--- config.mk ---
export PLATFORM = sky130hd
export DESIGN_NAME = pretrigger_event_capture
export DESIGN_NICKNAME = d
export VERILOG_FILES = /design/src/hdl/pec_pkg.sv /design/src/hdl/pec_ctrl.sv /design/src/hdl/pec_datapath.sv /design/src/hdl/pretrigger_event_capture.sv
export SDC_FILE = /design/constraint.sdc
export NUM_CORES = 2
export LEC_CHECK = 0
export BUFFER_PORTS_ARGS = -buffer_cell sky130_fd_sc_hd__buf_2
export CAP_MARGIN = 20
export CORE_MARGIN = 4
export CORE_UTILIZATION = 60
export CTS_BUF_LIST = sky130_fd_sc_hd__clkbuf_16
export CTS_CLUSTER_DIAMETER = 120
export DETAILED_ROUTE_END_ITERATION = 8
export PLACE_DENSITY = 0.74
export SLEW_MARGIN = 20
export SYNTH_ARGS = -nofsm -noshare
export SYNTH_HDL_FRONTEND = slang
export SYNTH_SLANG_ARGS = --single-unit
--- constraint.sdc ---
create_clock -name clk -period 13.2 [get_ports clk]
set_clock_uncertainty 0.15 [all_clocks]
set_input_delay 1.98 -clock clk [delete_from_list [all_inputs] [get_ports clk]]
set_output_delay 1.98 -clock clk [all_outputs]
set_load 0.01 [all_outputs]
--- src/hdl/pec_pkg.sv ---
package pec_pkg;

  localparam int unsigned PRE_MAX_DEF   = 32;
  localparam int unsigned ALARM_LEN_DEF = 64;

  localparam int unsigned RING_DEPTH = 64;
  localparam int unsigned RING_AW    = $clog2(RING_DEPTH);
  localparam int unsigned COUNT_W    = RING_AW + 1;

  localparam int unsigned HANDLE_W = 16;
  localparam int unsigned STAMP_W  = 48;
  localparam int unsigned INTVL_W  = 32;
  localparam int unsigned PREMIN_W = 6;

  localparam int unsigned CFG_IDX_W  = 1;
  localparam int unsigned CFG_DATA_W = 32;

  localparam logic [CFG_IDX_W-1:0] REG_MIN_INTERVAL = 1'd0;
  localparam logic [CFG_IDX_W-1:0] REG_PRE_MIN      = 1'd1;

  localparam logic KIND_RELEASE = 1'b0;
  localparam logic KIND_ALARM   = 1'b1;

  typedef struct packed {
    logic [HANDLE_W-1:0] handle;
    logic                compressed_ok;
    logic                event_flag;
    logic [STAMP_W-1:0]  now_ms;
  } in_item_t;

  typedef struct packed {
    logic                kind;
    logic [HANDLE_W-1:0] out_handle;
    logic [STAMP_W-1:0]  alarm_stamp;
    logic                last_of_alarm;
  } out_item_t;

  typedef enum logic [2:0] {
    S_IDLE,
    S_ENTER,
    S_CHECK,
    S_POP_RD,
    S_POP_OUT,
    S_TRIG,
    S_RUN_RD,
    S_RUN_OUT
  } state_t;

  typedef struct packed {
    logic load_item;
    logic enter;
    logic rd_head;
    logic pop_out;
    logic set_capture;
    logic run_start;
    logic run_out;
  } dp_cmd_t;

  typedef struct packed {
    logic ok;
    logic capturing;
    logic out_free;
    logic over_pre;
    logic run_full;
    logic trig_ok;
    logic run_last;
  } dp_status_t;

endpackage

--- src/hdl/pec_ctrl.sv ---
module pec_ctrl (
  input  logic                clk,
  input  logic                rst,
  input  logic                frame_valid,
  output logic                frame_stall,
  input  pec_pkg::dp_status_t status,
  output pec_pkg::dp_cmd_t    cmd
);
  import pec_pkg::*;

  state_t state;
  state_t state_next;

  always_ff @(posedge clk) begin
    if (rst) begin
      state <= S_IDLE;
    end else begin
      state <= state_next;
    end
  end

  always_comb begin
    state_next = state;
    case (state)
      S_IDLE: begin
        if (frame_valid) state_next = S_ENTER;
      end
      S_ENTER: begin
        if (status.ok || status.out_free) state_next = S_CHECK;
      end
      S_CHECK: begin
        if (status.capturing) begin
          state_next = status.run_full ? S_RUN_RD : S_IDLE;
        end else if (!status.ok) begin
          state_next = S_IDLE;
        end else begin
          state_next = status.over_pre ? S_POP_RD : S_TRIG;
        end
      end
      S_POP_RD:  state_next = S_POP_OUT;
      S_POP_OUT: begin
        if (status.out_free) state_next = S_TRIG;
      end
      S_TRIG:    state_next = S_IDLE;
      S_RUN_RD:  state_next = S_RUN_OUT;
      S_RUN_OUT: begin
        if (status.out_free && status.run_last) state_next = S_IDLE;
      end
      default:   state_next = S_IDLE;
    endcase
  end

  always_comb begin
    cmd         = '0;
    frame_stall = (state != S_IDLE);
    case (state)
      S_IDLE:    cmd.load_item = frame_valid;
      // good frames push at once, failed ones wait for the output register
      S_ENTER:   cmd.enter = status.ok || status.out_free;
      S_CHECK:   cmd.run_start = status.capturing && status.run_full;
      S_POP_RD:  cmd.rd_head = 1'b1;
      S_POP_OUT: cmd.pop_out = status.out_free;
      S_TRIG:    cmd.set_capture = status.trig_ok;
      S_RUN_RD:  cmd.rd_head = 1'b1;
      S_RUN_OUT: cmd.run_out = status.out_free;
      default:   cmd = '0;
    endcase
  end

endmodule

--- src/hdl/pec_datapath.sv ---
module pec_datapath #(
  parameter int unsigned PRE_MAX   = pec_pkg::PRE_MAX_DEF,
  parameter int unsigned ALARM_LEN = pec_pkg::ALARM_LEN_DEF
) (
  input  logic                                clk,
  input  logic                                rst,
  input  pec_pkg::in_item_t                   frame,
  output pec_pkg::out_item_t                  result,
  output logic                                result_valid,
  input  logic                                result_stall,
  input  logic                                cfg_valid,
  input  logic [pec_pkg::CFG_IDX_W-1:0]       cfg_index,
  input  logic [pec_pkg::CFG_DATA_W-1:0]      cfg_data,
  input  pec_pkg::dp_cmd_t                    cmd,
  output pec_pkg::dp_status_t                 status
);
  import pec_pkg::*;

  logic [HANDLE_W-1:0] ring [RING_DEPTH];
  logic [HANDLE_W-1:0] rd_data;
  logic [RING_AW-1:0]  rd_addr;
  logic                rd_en;
  logic [RING_AW-1:0]  wr_addr;
  logic                wr_en;

  in_item_t            item;
  logic [RING_AW-1:0]  head;
  logic [RING_AW-1:0]  head_inc;
  logic [COUNT_W-1:0]  count;
  logic                capturing;
  logic [STAMP_W-1:0]  last_alarm_time;
  logic [INTVL_W-1:0]  min_interval;
  logic [PREMIN_W-1:0] pre_min;
  logic [STAMP_W-1:0]  elapsed;
  logic                time_ok;
  logic                emit;
  logic                run_last;

  assign head_inc = head + RING_AW'(1);
  assign wr_addr  = head + count[RING_AW-1:0];
  assign wr_en    = cmd.enter && item.compressed_ok && (count < COUNT_W'(RING_DEPTH));
  assign run_last = (count == COUNT_W'(1));
  assign rd_en    = cmd.rd_head || (cmd.run_out && !run_last);
  // during readout the next entry is fetched while the current one goes out
  assign rd_addr  = cmd.rd_head ? head : head_inc;

  // a timestamp going backwards counts as no time elapsed
  assign elapsed = item.now_ms - last_alarm_time;
  assign time_ok = (item.now_ms > last_alarm_time) &&
                   (elapsed > {{(STAMP_W-INTVL_W){1'b0}}, min_interval});

  assign emit = (cmd.enter && !item.compressed_ok) || cmd.pop_out || cmd.run_out;

  always_comb begin
    status.ok        = item.compressed_ok;
    status.capturing = capturing;
    status.out_free  = !result_valid || !result_stall;
    status.over_pre  = count > COUNT_W'(PRE_MAX);
    status.run_full  = count >= COUNT_W'(ALARM_LEN);
    status.trig_ok   = item.event_flag && (count > {1'b0, pre_min}) && time_ok;
    status.run_last  = run_last;
  end

  always_ff @(posedge clk) begin
    if (wr_en) begin
      ring[wr_addr] <= item.handle;
    end
    if (rd_en) begin
      rd_data <= ring[rd_addr];
    end
  end

  always_ff @(posedge clk) begin
    if (cmd.load_item) begin
      item <= frame;
    end
    if (cmd.enter && !item.compressed_ok) begin
      result.kind          <= KIND_RELEASE;
      result.out_handle    <= item.handle;
      result.alarm_stamp   <= '0;
      result.last_of_alarm <= 1'b0;
    end else if (cmd.pop_out) begin
      result.kind          <= KIND_RELEASE;
      result.out_handle    <= rd_data;
      result.alarm_stamp   <= '0;
      result.last_of_alarm <= 1'b0;
    end else if (cmd.run_out) begin
      result.kind          <= KIND_ALARM;
      result.out_handle    <= rd_data;
      result.alarm_stamp   <= last_alarm_time;
      result.last_of_alarm <= run_last;
    end
  end

  always_ff @(posedge clk) begin
    if (rst) begin
      head            <= '0;
      count           <= '0;
      capturing       <= 1'b0;
      last_alarm_time <= '0;
      result_valid    <= 1'b0;
      min_interval    <= '0;
      pre_min         <= PREMIN_W'(8);
    end else begin
      if (emit) begin
        result_valid <= 1'b1;
      end else if (!result_stall) begin
        result_valid <= 1'b0;
      end

      if (wr_en) begin
        count <= count + COUNT_W'(1);
      end else if (cmd.pop_out) begin
        head  <= head_inc;
        count <= count - COUNT_W'(1);
      end else if (cmd.run_out) begin
        if (run_last) begin
          head      <= '0;
          count     <= '0;
          capturing <= 1'b0;
        end else begin
          head  <= head_inc;
          count <= count - COUNT_W'(1);
        end
      end

      if (cmd.set_capture) begin
        capturing <= 1'b1;
      end
      if (cmd.run_start) begin
        last_alarm_time <= item.now_ms;
      end

      if (cfg_valid) begin
        case (cfg_index)
          REG_MIN_INTERVAL: min_interval <= cfg_data[INTVL_W-1:0];
          REG_PRE_MIN:      pre_min      <= cfg_data[PREMIN_W-1:0];
          default:          ;
        endcase
      end
    end
  end

endmodule

--- src/hdl/pretrigger_event_capture.sv ---
// channel  | signals                              | direction
// frame    | frame_valid, frame_stall, frame      | frame reports in
// result   | result_valid, result_stall, result   | released and alarm handles out
// cfg      | cfg_valid, cfg_ready, cfg_index/data | register writes in, always ready
//
// an idle good frame steps through accept, push, check and trigger test; a failed
// frame or a frame during capture skips the trigger test; an overflow release adds the ring read
// and an output step; a frame that completes an alarm run adds a first memory read, then
// outputs each handle, later reads overlapping the output
// the result register is the only stall point; a stalled result holds the sequencer
// synchronous reset empties the ring (count and head) and clears the alarm time
module pretrigger_event_capture #(
  parameter int unsigned PRE_MAX   = pec_pkg::PRE_MAX_DEF,
  parameter int unsigned ALARM_LEN = pec_pkg::ALARM_LEN_DEF
) (
  input  logic                            clk,
  input  logic                            rst,
  input  logic                            frame_valid,
  output logic                            frame_stall,
  input  pec_pkg::in_item_t               frame,
  output logic                            result_valid,
  input  logic                            result_stall,
  output pec_pkg::out_item_t              result,
  input  logic                            cfg_valid,
  output logic                            cfg_ready,
  input  logic [pec_pkg::CFG_IDX_W-1:0]   cfg_index,
  input  logic [pec_pkg::CFG_DATA_W-1:0]  cfg_data
);
  import pec_pkg::*;

  dp_cmd_t    cmd;
  dp_status_t status;

  assign cfg_ready = 1'b1;

  pec_ctrl u_ctrl (
    .clk         (clk),
    .rst         (rst),
    .frame_valid (frame_valid),
    .frame_stall (frame_stall),
    .status      (status),
    .cmd         (cmd)
  );

  pec_datapath #(
    .PRE_MAX   (PRE_MAX),
    .ALARM_LEN (ALARM_LEN)
  ) u_datapath (
    .clk          (clk),
    .rst          (rst),
    .frame        (frame),
    .result       (result),
    .result_valid (result_valid),
    .result_stall (result_stall),
    .cfg_valid    (cfg_valid && cfg_ready),
    .cfg_index    (cfg_index),
    .cfg_data     (cfg_data),
    .cmd          (cmd),
    .status       (status)
  );

endmodule

Yosys cells after proc, flatten, opt, wreduce, memory -nomap -nowiden

Memory sizes are Yosys's and may differ from the RTL's. A register that Yosys moved wholly into a read port is not among the register bits.
Cells that the tools add are included.

$add $sub $neg: 5
Multipliers: 0
Divide/modulo/power cells: 0
Order comparisons: 6
Equal/unequal tests: 15
Shift operators: 0
Multiplexer cells: 36
Bitwise gates (word level): 2
Reductions and logical operators: 32

Operators by type and width:

| operator                                                                         | number |
|---|---|
| 65-bit two-way mux                                                               | 3 |
| 48-bit by 32-bit greater-than comparator with 1-bit output                       | 1 |
| 48-bit greater-than comparator                                                   | 1 |
| 48-bit subtractor                                                                | 1 |
| 7-bit two-way mux                                                                | 4 |
| 3-bit two-way mux                                                                | 8 |
| 6-bit two-way mux                                                                | 4 |
| 3-bit one-hot mux with 8 select lines                                            | 1 |
| 1-bit two-way mux                                                                | 16 |
| 3-bit == test (second input constant)                                            | 4 |
| 1-bit logical AND                                                                | 9 |
| 3-bit nonzero test                                                               | 3 |
| 2-bit by 1-bit inequality test with 1-bit output (second input constant)         | 4 |
| 4-bit AND reduction                                                              | 2 |
| 7-bit by 1-bit adder with 7-bit output (second input constant)                   | 1 |
| 7-bit by 1-bit == test with 1-bit output (second input constant)                 | 1 |
| 7-bit >= comparator (second input constant)                                      | 1 |
| 7-bit by 6-bit greater-than comparator with 1-bit output                         | 1 |
| 7-bit by 6-bit greater-than comparator with 1-bit output (second input constant) | 1 |
| 7-bit < comparator (second input constant)                                       | 1 |
| 7-bit by 1-bit subtractor with 7-bit output (second input constant)              | 1 |
| 6-bit by 1-bit adder with 6-bit output (second input constant)                   | 1 |
| 6-bit adder                                                                      | 1 |
| 3-bit by 2-bit == test with 1-bit output (second input constant)                 | 2 |
| other kinds (9)                                                                  | 24 |

Register bits: 236
Latch bits: 0
Bits in writable memories: 1,024
ROM bits: 0
Input bits: 104
Output and inout bits: 69
Word-level logic and storage cells: 113
Memories kept: 1

Memory list:

| name            | words | bits a word | read ports | clocked after memory_dff | wr ports | RTL line           | source |
|---|---|---|---|---|---|---|---|
| u_datapath.ring | 64    | 16          | 1          | 1                        | 1        | pec_datapath.sv:19 | `logic [HANDLE_W-1:0] ring [RING_DEPTH];` |

Longest topological paths before layout

Word-level depth: 8
Mapped depth: 24
Mapped depth without buffers: 23

Modules after synthesis

Synthesis repeated with hierarchy kept, for this count alone.

Cell total of the unflattened synthesis: 2,942
Area, all modules: 52,295.2 µm²

By module, submodules not included:

| module                   | instances | cells an instance | area an instance (µm²) | seq. area each (µm²) |
|---|---|---|---|---|
| pec_datapath             | 1         | 2,898             | 51,964.8               | 36,715.2 |
| pec_ctrl                 | 1         | 42                | 319.1                  | 60.1 |
| pretrigger_event_capture | 1         | 2                 | 11.3                   | 0.0 |

Worst setup path before layout

Ideal clock, no wire load.

Path type: input to register
From: input frame_valid
To: register u_datapath.item[0] in the netlist's numbering, enable pin
Library setup time: 0.491 ns
Arrival time: 4.757 ns
Data required time: 12.559 ns
Slack: 7.803 ns
Stages: 2
Path buffers: 0
Path through: inv_1 > nor2_1

RTL lines:

| what                   | RTL line                       | source |
|---|---|---|
| start: declaration     | pretrigger_event_capture.sv:18 | `input logic frame_valid,` |
| end signal: assignment | pec_datapath.sv:75             | `item <= frame;` |
| end: declaration       | pec_datapath.sv:26             | `in_item_t item;` |

Worst setup path after layout

From: register u_ctrl.state[0]
To: register u_datapath.rd_data[11], read port of u_datapath.ring, data pin

Word-level cells in the longest chain between the ends: 4
Elaborated cells between the ends (all ways): 9
Classes of those cells: 3 x eq/ne; 3 x mux; 3 x reduce/logical

RTL lines:

| what                                                                      | RTL line                               | source |
|---|---|---|
| start: declaration                                                        | pec_ctrl.sv:11                         | `state_t state;` |
| start signal: assignment                                                  | pec_ctrl.sv:18                         | `state <= state_next;` |
| 3-bit by 2-bit == test with 1-bit output or 3-bit == test (tied branches) | pec_ctrl.sv:56                         | `case (state)` |
| 2-bit OR reduction (no source line) or 1-bit two-way mux (tied branches)  | --                                     |  |
| 1-bit two-way mux or 1-bit logical AND (tied branches)                    | pec_ctrl.sv:56, pec_datapath.sv:43     |  |
| 6-bit two-way mux or 1-bit logical OR (tied branches)                     | pec_datapath.sv:45, pec_datapath.sv:43 |  |
| end: declaration                                                          | pec_datapath.sv:20                     | `logic [HANDLE_W-1:0] rd_data;` |

Several ways; a longest one is shown, not always the timed one.
A chain may end at the register's enable or synchronous reset.

==> flow_metrics.py <==
metrics = {
    "clock_network": {
        "insertion_delay_ns": 0.71,
        "clock_sinks": 1276,
        "clock-root-buffer": "clkbuf_16",
        "tritoncts": "done",
        "hold_buffers": 0,
        "cts_buffers": 121,
        "clock_tree.buffer_depth": 3,
        "cts_repair_resize_count": 0,
        "clock_tree.htree_level_count": 3,
        "cts.repair_timing.setup_buffer_count": 0,
        "path_clk_slew_ns": 0.06,
    },
    "route": {
        "antenna_nets_post_route": 0,
        "drtPass1Iterations": 7,
        "route.detailed.drc": 0,
        "via_count": 29700,
        "wl_per_cell_um": 29.6,
        "dr.first_iter.drc_count": 3897,
        "viasPerCell": 6.53,
        "finalWirelength_um": 134000,
    },
    "timing": {
        "final_worst_path_cycle_share": 0.445,
        "timing.final.ws_setup_ns": 7.33,
        "timing.slew.headroom": 0.168,
        "final-hold-violation-count": 0,
        "grt_setup_unrepaired": "false",
        "setup_viol_count_final": 0,
        "maxSlewViolCount": 0,
        "fmax_ghz": 0.170,
        "layout_min_cycle_time_ns": 5.87,
        "worst_pin_slew_ns": 1.25,
        "fin_tns_setup_ns": 0,
    },
    "power": {
        "p_comb_frac": 0.262,
        "p_clk_frac": 0.306,
        "flop_pwr_share": 0.432,
        "power_density_nw_per_um2": 191,
        "power.net_switching_uw": 3260,
        "internal_power_uw": 7990,
        "p_leak_uw": 0.0198,
        "peak_supply_drop_mv": 0.213,
        "power_switching_share": 0.290,
    },
    "synth": {
        "synthCells": 3051,
        "synth_seq_cells": 1276,
        "synth_top_cell_area_share": 0.645,
        "synth.yosys.seq_area_share": 0.704,
        "postSynth.topFlopCell": "edfxtp_1",
        "postSynth.asyncResetShare": 0,
        "yosys_warnings": 0,
        "yosys.area.top_type": "edfxtp_1",
        "ys_top_cells_by_count": "1122 x edfxtp_1, 336 x mux4_2, 334 x nand2_1",
        "synthesis.area_um2": 52200,
        "post-synth-top-count-cell": "edfxtp_1",
        "ys_top_cells_by_area": "edfxtp_1 65%, mux4_2 14%, dfxtp_1 5.9%",
        "synth.lib_cells_used.distinct": 68,
        "syn_nets": 3252,
        "synth_area_per_cell_um2": 17.1,
        "synth_enable_flop_cells": 1122,
    },
    "status": {
        "status": "finished clean",
    },
    "critical_path": {
        "critical_path.startpoint": "u_ctrl.state[0]$_SDFFE_PP0P_",
        "path_class": "flip-flop to flip-flop",
        "worst_setup_path_start_kind": "flip-flop",
        "crit_path_max_delay_cell_type": "buf_4",
        "cp_slowest_stage_delay_ns": 0.76,
        "critPathMaxFanout": 109,
        "worst_path_dominant_cell_family": "buffers and inverters",
        "critical_path_cell_list": "nor2_4 -> o21ai_4 -> xor2_4 -> buf_4 -> buf_12 -> buf_12 -> mux4_2 -> mux4_2 -> mux4_2",
        "r2r_start": "u_ctrl.state[0]$_SDFFE_PP0P_",
        "critical_path_required_ns": 13.49,
        "r2r_cells": 9,
        "rrSetupSlack_ns": 7.33,
        "path_buf_inv": 3,
        "critical_path_arrival_ns": 6.16,
        "r2r-end": "u_datapath.rd_data[11]$_DFFE_PP_",
        "critPathCaptureType": "flip-flop",
        "cpMostUsedCell": "mux4_2",
    },
    "final_layout": {
        "area_growth_pct": 12.6,
        "fin_nets": 3495,
        "layout-drive-gt1-share": 0.237,
        "post-route-cell-area_um2": 58800,
    },
    "placed_design": {
        "dpl_worst_slack_ns": 7.26,
        "place.detailed.hpwl_um": 77200,
        "dpl-instance-area_um2": 54800,
        "io_buffers": 171,
        "finalWeightedCongestion": 0.949,
    },
    "floorplan": {
        "core-area_um2": 85800,
        "floorplan.initialDensity": 0.609,
        "design.portCount": 173,
        "floorplan.rows": 107,
        "dieArea_um2": 91800,
        "fp.dieW_um": 303,
        "chipHeight_um": 303,
    },
    "global_routing": {
        "grt_pass1_vias": 29500,
        "grt_overflow_total": 0,
        "grt.total_usage": 0.294,
        "grt_start_max_net_pins": 167,
        "antenna_violations_before_repair": 7,
        "first_pass_grt_wire_length_um": 196000,
    },
    "flow_run": {
        "maxCapViolations": 0,
    },
    "hold_path": {
        "hp-start": "u_datapath.result[17]$_SDFFE_PP0P_",
        "cell_depth_of_the_worst_hold_path": 2,
        "end_of_the_worst_hold_path": "u_datapath.result[17]$_SDFFE_PP0P_",
        "worst_hold_path_type": "flip-flop to flip-flop",
    },
}
[final cells by class]
type / count / area, um2
sequential: 1276 / 36800
fill: 5380 / 27000
multi-input combinational: 1514 / 14500
clock buffer: 125 / 3130
timing repair buffer: 271 / 1650
tap: 1144 / 1430
clock inverter: 99 / 842
inverter: 110 / 413
antenna: 5 / 12.5
[per-layer routing]
| metal | up-vias | wire [um] | global-route usage |
|---|---|---|---|
| li1 | 12500 | - | - |
| met2 | 1820 | 66000 | 0.486 |
| met4 | 8 | 5330 | 0.103 |
| met5 | - | 46 | 0 |
| met1 | 15100 | 49000 | 0.398 |
| met3 | 287 | 14000 | 0.0575 |
[flip-flops by register name, summed over array words and instances, names as in the netlist]
register / flops
u_datapath.min_interval: 32
u_datapath.count: 7
u_datapath.rd_data: 16
u_datapath.item: 65
u_datapath.ring: 1024
u_ctrl.state: 3
u_datapath.last_alarm_time: 48
u_datapath.head: 6
u_datapath.capturing: 1
u_datapath.pre_min: 6
u_datapath.status: 1
u_datapath.result_valid: 1
u_datapath.result: 66
[stage by stage]
stage	cells	utilization	power (uW)	hold WS, ns
after CTS	4539	0.685	11300	0.303
after detailed placement	4315	0.639	7850	0.294
after global routing	4539	0.685	11700	0.332
after global placement	4315	0.639	7740	0.289
after floorplan	3051	-	7030	0.285
final	4544	0.685	11300	0.304
[worst reg2reg max path: cells and delay by family (launching register included)]
| family | cells | cell delay, ns |
|---|---|---|
| buf+inv | 3 | 2.32 |
| mux | 3 | 1.87 |
| flops | 1 | 0.67 |
| compound gates | 1 | 0.35 |
| xor+xnor | 1 | 0.17 |
| simple gates | 1 | 0.09 |
[cell families after synthesis]
group,Yosys count,synth area share
flops,1276,0.704
simple gates,608,0.0501
compound gates,409,0.0467
mux,342,0.146
buf+inv,261,0.0199
fa+ha+maj,97,0.0235
xor+xnor,57,0.00956
other cells,1,0.0000718
[layout by cell type, fill, tap and decap left out, types with 97 or more instances in the layout]
cell,n
clkbuf_16,125
nor2_1,130
mux4_2,336
buf_4,97
inv_1,136
edfxtp_1,1122
nand2_1,334
dfxtp_1,154
a21oi_1,220
buf_2,170
[power by group through the flow]
stage / Clock [uW] / Sequential (uW) / Combinational [uW]
floorplan: 0 / 5010 / 2010
global placement: 0 / 4930 / 2810
detailed placement: 0 / 4940 / 2910
CTS: 3490 / 4850 / 2950
global route: 3670 / 4870 / 3160
finish: 3450 / 4860 / 2950
[worst max-delay path by stage]
| stage | to | slack (ns) | cells after the start |
|---|---|---|---|
| after detailed placement | u_datapath.rd_data[0]$_DFFE_PP_ | 7.26 | 9 |
| after CTS | u_datapath.rd_data[11]$_DFFE_PP_ | 7.26 | 9 |
| after global routing | u_datapath.rd_data[11]$_DFFE_PP_ | 6.85 | 9 |
| final | u_datapath.rd_data[11]$_DFFE_PP_ | 7.33 | 9 |
| after global placement | u_datapath.rd_data[0]$_DFFE_PP_ | 7.42 | 9 |
| after floorplan | u_datapath.item[0]$_DFFE_PP_ | 7.80 | 2 |
Power figures use the tool's default switching activity.
